<file path="src/rtl/pla_pkg.sv">
// Shared types and constants for the pair label assigner.
// Holds the controller state encoding and the command and status bundles.
// No dependencies.
`timescale 1ns / 1ps
`default_nettype none

package pla_pkg;

	// Field widths fixed by the stream format.
	localparam int IN_LABEL_W  = 7;
	localparam int OUT_LABEL_W = 13;
	localparam int STORED_W    = 12;
	localparam int LABEL_LIMIT = 4096;

	// Result value that means no label.
	localparam logic [OUT_LABEL_W-1:0] NO_LABEL = '1;

	typedef enum logic [2:0] {
		ST_CLEAR,
		ST_IDLE,
		ST_RD_TAB,
		ST_RD_REV,
		ST_DECIDE,
		ST_FINISH
	} pla_state_t;

	// Commands from the controller to the datapath.
	typedef struct packed {
		logic clr_wr;
		logic capture;
		logic rd_tab;
		logic rd_rev;
		logic decide;
		logic load_out;
	} pla_cmd_t;

	// Status from the datapath to the controller.
	typedef struct packed {
		logic clr_done;
		logic in_direct;
		logic out_free;
	} pla_sts_t;

endpackage

`default_nettype wire

</file>
<file path="src/rtl/pla_ctrl.sv">
// Controller state machine for the pair label assigner.
// Sequences table lookup, check and update; depends on pla_pkg.
`timescale 1ns / 1ps
`default_nettype none

module pla_ctrl
	import pla_pkg::*;
(
	input  wire       clk,
	input  wire       arst_n,
	input  wire       s_tvalid,
	output logic      s_tready,
	input  pla_sts_t  sts,
	output pla_cmd_t  cmd
);

	pla_state_t state_q;
	pla_state_t state_d;

	// State register; after reset the table is zeroed before any input.
	always_ff @(posedge clk or negedge arst_n) begin
		if (!arst_n) begin
			state_q <= ST_CLEAR;
		end else begin
			state_q <= state_d;
		end
	end

	// Next state.
	always_comb begin
		state_d = state_q;
		case (state_q)
			ST_CLEAR: begin
				if (sts.clr_done) begin
					state_d = ST_IDLE;
				end
			end
			ST_IDLE: begin
				if (s_tvalid) begin
					state_d = sts.in_direct ? ST_FINISH : ST_RD_TAB;
				end
			end
			ST_RD_TAB: state_d = ST_RD_REV;
			ST_RD_REV: state_d = ST_DECIDE;
			ST_DECIDE: state_d = ST_FINISH;
			ST_FINISH: begin
				if (sts.out_free) begin
					state_d = ST_IDLE;
				end
			end
			default: state_d = ST_IDLE;
		endcase
	end

	// Outputs.
	always_comb begin
		cmd      = '0;
		s_tready = 1'b0;
		case (state_q)
			ST_CLEAR: cmd.clr_wr = 1'b1;
			ST_IDLE: begin
				s_tready    = 1'b1;
				cmd.capture = s_tvalid;
			end
			ST_RD_TAB: cmd.rd_tab = 1'b1;
			ST_RD_REV: cmd.rd_rev = 1'b1;
			ST_DECIDE: cmd.decide = 1'b1;
			ST_FINISH: cmd.load_out = sts.out_free;
			default: cmd = '0;
		endcase
	end

	// A direct item skips the table and goes straight to the result stage.
	a_direct_skip: assert property (@(posedge clk) disable iff (!arst_n)
		(cmd.capture && sts.in_direct) |=> (state_q == ST_FINISH))
		else $error("direct transaction did not skip table access");

	// A table read is always followed by the reverse read.
	a_tab_then_rev: assert property (@(posedge clk) disable iff (!arst_n)
		cmd.rd_tab |=> cmd.rd_rev)
		else $error("reverse read did not follow table read");

	// The table update is followed by the result stage.
	a_decide_then_finish: assert property (@(posedge clk) disable iff (!arst_n)
		cmd.decide |=> (state_q == ST_FINISH))
		else $error("decide not followed by finish");

endmodule

`default_nettype wire

</file>
<file path="config.mk">
export PLATFORM = sky130hd
export DESIGN_NAME = pla_ctrl
export DESIGN_NICKNAME = d
export VERILOG_FILES = /design/src/rtl/pla_pkg.sv /design/src/rtl/pla_ctrl.sv
export SDC_FILE = /design/constraint.sdc
export NUM_CORES = 1
export LEC_CHECK = 0
export ABC_AREA = 1
export BUFFER_PORTS_ARGS = -buffer_cell sky130_fd_sc_hd__buf_2
export CORE_AREA = 2 2 39 41
export DETAILED_ROUTE_END_ITERATION = 16
export DIE_AREA = 0 0 41 43
export PLACE_DENSITY = 0.39
export SETUP_SLACK_MARGIN = 0.5
export SLEW_MARGIN = 10
export SYNTH_ARGS = -nofsm -noshare
export SYNTH_HDL_FRONTEND = slang
export SYNTH_SLANG_ARGS = --single-unit
export TNS_END_PERCENT = 30
</file>
<file path="constraint.sdc">
create_clock -name clk -period 1.2 [get_ports clk]
set_input_delay 0 -clock clk [delete_from_list [all_inputs] [get_ports clk]]
set_output_delay 0 -clock clk [all_outputs]
set_load 0.005 [all_outputs]
</file>
Yosys cells after proc, flatten, opt, wreduce, memory -nomap -nowiden:

Cells that the tools add are included.

* bits in registers: 3
* bits of input ports: 6
* output and inout port bits: 7
* word-level logic and storage cells: 23

* equality and inequality tests: 8
* multiplexer cells: 12
* reduce and logical (&&, ||, !) cells: 2

Operator list (count)
* $pmux W3 S6: 1
* $mux W3: 4
* $mux W1: 7
* $eq A3 B2 Y1 const B: 2
* $eq A3 B3 Y1 const B: 2
* $ne A2 B2 Y1 const B: 3
* $eq A3 B1 Y1 const B: 1
* $logic_not A3 Y1: 1
* $reduce_and A3 Y1: 1

Depth between registers and ports, before layout:

* word-level depth: 3
* mapped depth: 6

Least setup slack after synthesis:

No wires, ideal clock.

* kind: reg2reg
* from: reg state_q[0]
* to: reg state_q[0]
* arrival time: 843 ps
* path slack: 237 ps
* cell stages (with the launch flop): 7
* buffers on the path: 0
* period minus slack after synthesis: 963 ps
* cell sequence: dfrtp_1 > inv_2 > nand2_2 > nor2_2 > nand2_2 > inv_1 > o21ai_2

* cells in the longest elaborated chain, start to end: 3
* elaborated cells between the ends (all ways): 11
* classes of those cells: eq/ne (8); mux (1); reduce/logical (2)

RTL lines
* start: declaration: line pla_ctrl.sv:17 `pla_state_t state_q;`
* start signal: assignment: line pla_ctrl.sv:25 `state_q <= state_d;`
* $eq A3 B3 Y1 (tied with other cells): line pla_ctrl.sv:32 `case (state_q)`
* $ne A2 B2 Y1 (no line)
* $reduce_and A3 Y1 (no line)

Several ways; a longest one is shown, not always the timed one.
A chain may end at the register's enable or synchronous reset.

==> impl_metrics.py <==
metrics = {
    "global_route": {
        "grt_pass1_vias": 304,
        "antenna_found_initial": 0,
        "grt_use_total_pct": 9.548,
        "grt_remaining_overflow": 0,
        "grt_start_max_net_pins": 5,
        "grt_pass1_wl_um": 1097,
    },
    "cells_and_area": {
        "n_antenna_cell": 0,
        "syn2layout_area_growth_pct": 66.02,
        "top_regs": "state_q: 3 flops",
        "nNetsFinal": 66,
        "fin_util_pct": 30.92,
        "drive_gt1_share_pct": 61.02,
        "largest_register": "state_q",
        "largest_register_ffs": 3,
        "final_cells": 75,
    },
    "sta": {
        "finalWorstPathRequiredPeriod_ns": 1.072,
        "drv_slew": 0,
        "hold_viol": 0,
        "relSlewSlack_pct": 89.00,
        "setup_violations": 0,
        "skew_ns": 0.001754,
        "rsz0062_at_grt": "true",
        "worst_pin_slew_ns": 0.1650,
        "fmax_ghz": 0.9332,
        "tns_ns": 0,
        "fin_crit_sh_pct": 89.30,
    },
    "placed_design": {
        "dp_hpwl_um": 478,
        "dp.cells": 68,
        "gp_congestion": 0.6584,
        "portBuffers": 12,
    },
    "power": {
        "cellPowerDensity_nw_per_um2": 2582,
        "total_leakage_power_uw": 0.0002589,
        "ir_drop_uv": 694.7,
    },
    "floorplanning": {
        "fp.dieH_um": 43,
        "initial_utilization_pct": 18.63,
        "fp.coreArea_um2": 1384,
        "die_w_um": 41,
        "ioPinCount": 13,
        "row_count": 14,
        "dieArea_um2": 1763,
    },
    "worst_setup_path": {
        "path_class": "reg -> out",
        "r2r-end": "state_q[1]",
        "cpMaxStageDelayCell": "dfrtp_1",
        "crit_arrival_ns": 1.07,
        "endpoint_kind": "output port",
        "r2r_slack_ns": 0.15,
        "cp.required_ns": 1.20,
        "start_kind": "flip-flop",
        "slowest_delay_ns": 0.40,
        "crit_chain": "inv_2 -> nand2_4 -> nor2_4 -> buf_2",
        "critPathMaxFanout": 4,
        "r2r_start": "state_q[1]",
        "ff2ff_path_depth": 6,
    },
    "run_status": {
        "status": "complete, no violations",
    },
    "yosys": {
        "netlist_area_um2": 257.7,
        "synth.top_cell.area_share_pct": 29.13,
        "yosysTopAreaCell": "dfrtp_1",
        "synth.area.top_cells": "dfrtp_1, nor2_2, inv_1",
        "ys_seq_area_share_pct": 29.13,
        "synth_seq_cells": 3,
        "syn_area_per_cell_um2": 6.444,
        "syn_nets": 46,
        "ys_types": 12,
        "yosys_warnings": 0,
        "synth_cells": 40,
    },
    "routing": {
        "vias": 286,
        "routed_via_density": 3.813,
        "dr.pass1.iters": 1,
        "drt_drc_violations_left": 0,
        "final_antenna_net_count": 0,
        "drt_iter0_markers": 0,
        "drt_wl_total_um": 584,
        "wl_per_cell_um": 7.787,
    },
    "cts": {
        "insertion_delay_ns": 0.23,
        "clockBufferDepth": 2,
        "tritoncts": "done",
        "ctsRootBufferMaster": "clkbuf_4",
        "cts.sinks": 3,
        "cts_buffers": 3,
        "cts.clk_slew.worst_paths_ns": 0.04,
        "htreeDepth": 1,
    },
    "flow_run": {
        "maxCapViolCount": 0,
    },
    "hold_path": {
        "hold_depth": 4,
        "min-delay-start": "sts[0]",
        "hp-class": "in -> reg",
        "hold_end": "state_q[2]",
    },
}
cells in the mapped netlist (all sizes together):
| cell type | count |
|---|---|
| a21oi | 2 |
| dfrtp | 3 |
| inv | 12 |
| nand2 | 7 |
| nand3 | 4 |
| nor2 | 11 |
| o21ai | 1 |
area by class of cell:
type,count,area (µm²)
Sequential cell,3,76.32
Multi-Input combinational cell,25,162.7
Fill cell,165,955.9
Timing Repair Buffer,15,97.59
Inverter,12,45.04
Clock buffer,4,26.28
Tap cell,16,20.02
per-stage QoR:
step	setup slack [ns]	hold WS (ns)	power, µW	cell area (µm²)
floorplan	0.2491	-0.2956	646.6	271.5
global route	0.04521	0.07353	1225	427.9
global placement	0.1608	-0.2023	820.9	351.6
finish	0.1284	0.05877	1105	427.9
detailed placement	0.1756	-0.1996	808.8	351.6
CTS	0.1095	0.05470	1112	422.9
cell usage in the layout, fill, tap and decap left out, drive strengths merged:
cell	Yosys	routed
nor2	11	11
nand3	4	4
dfrtp	3	3
nand2	7	7
dlygate4sd3	0	1
a21oi	2	2
o21ai	1	1
clkbuf	0	4
inv	12	12
buf	0	14
where the power goes:
group | leakage, µW | total (µW) | internal, µW | switching (µW)
logic | 0.000208 | 714 | 324 | 390
registers | 0.0000361 | 213 | 153 | 59.3
clock network | 0.0000150 | 178 | 125 | 53.7
worst max-delay path by stage:
stage,start,depth (start not counted),slack (ns),to
2_1_floorplan,state_q[0],6,0.25,state_q[0]
3_3_place_gp,state_q[1],6,0.16,state_q[1]
3_5_place_dp,state_q[1],6,0.18,state_q[1]
4_1_cts,state_q[1],4,0.11,cmd[4]
5_1_grt,state_q[2],4,0.05,cmd[4]
6_report,state_q[2],4,0.13,cmd[5]
repair_timing:
item	CTS	global route
buffers inserted	2	0
endpoints found under the hold margin	3	0
setup endpoints to repair	10	10
hold buffers	1	0
gates resized for setup	2	2
pin swaps	2	1
logic make-up (layout without fill, tap and decap cells):
| kind of cell | after synthesis | count (layout) | synth area share (%) |
|---|---|---|---|
| and+or+nand+nor | 22 | 22 | 44.66 |
| buffers and inverters | 12 | 31 | 17.47 |
| DFF | 3 | 3 | 29.13 |
| AOI/OAI and AO/OA | 3 | 3 | 8.737 |
worst max-delay path, delay by kind of cell, from the launching register on:
kind / cells / cell delay [ns]
buffers and inverters: 2 / 0.25
flip-flops: 1 / 0.40
AND/OR/NAND/NOR: 2 / 0.19
per-layer routing:
metal / vias to the layer above / global-route usage, % / routed length [µm]
met3: 2 / 1.571 / 17
met5: - / 0 / 0
met4: 0 / 10.00 / 12
met1: 126 / 10.65 / 244
li1: 152 / - / -
met2: 6 / 13.75 / 310
No activity file was read; power rests on OpenSTA's default activity.
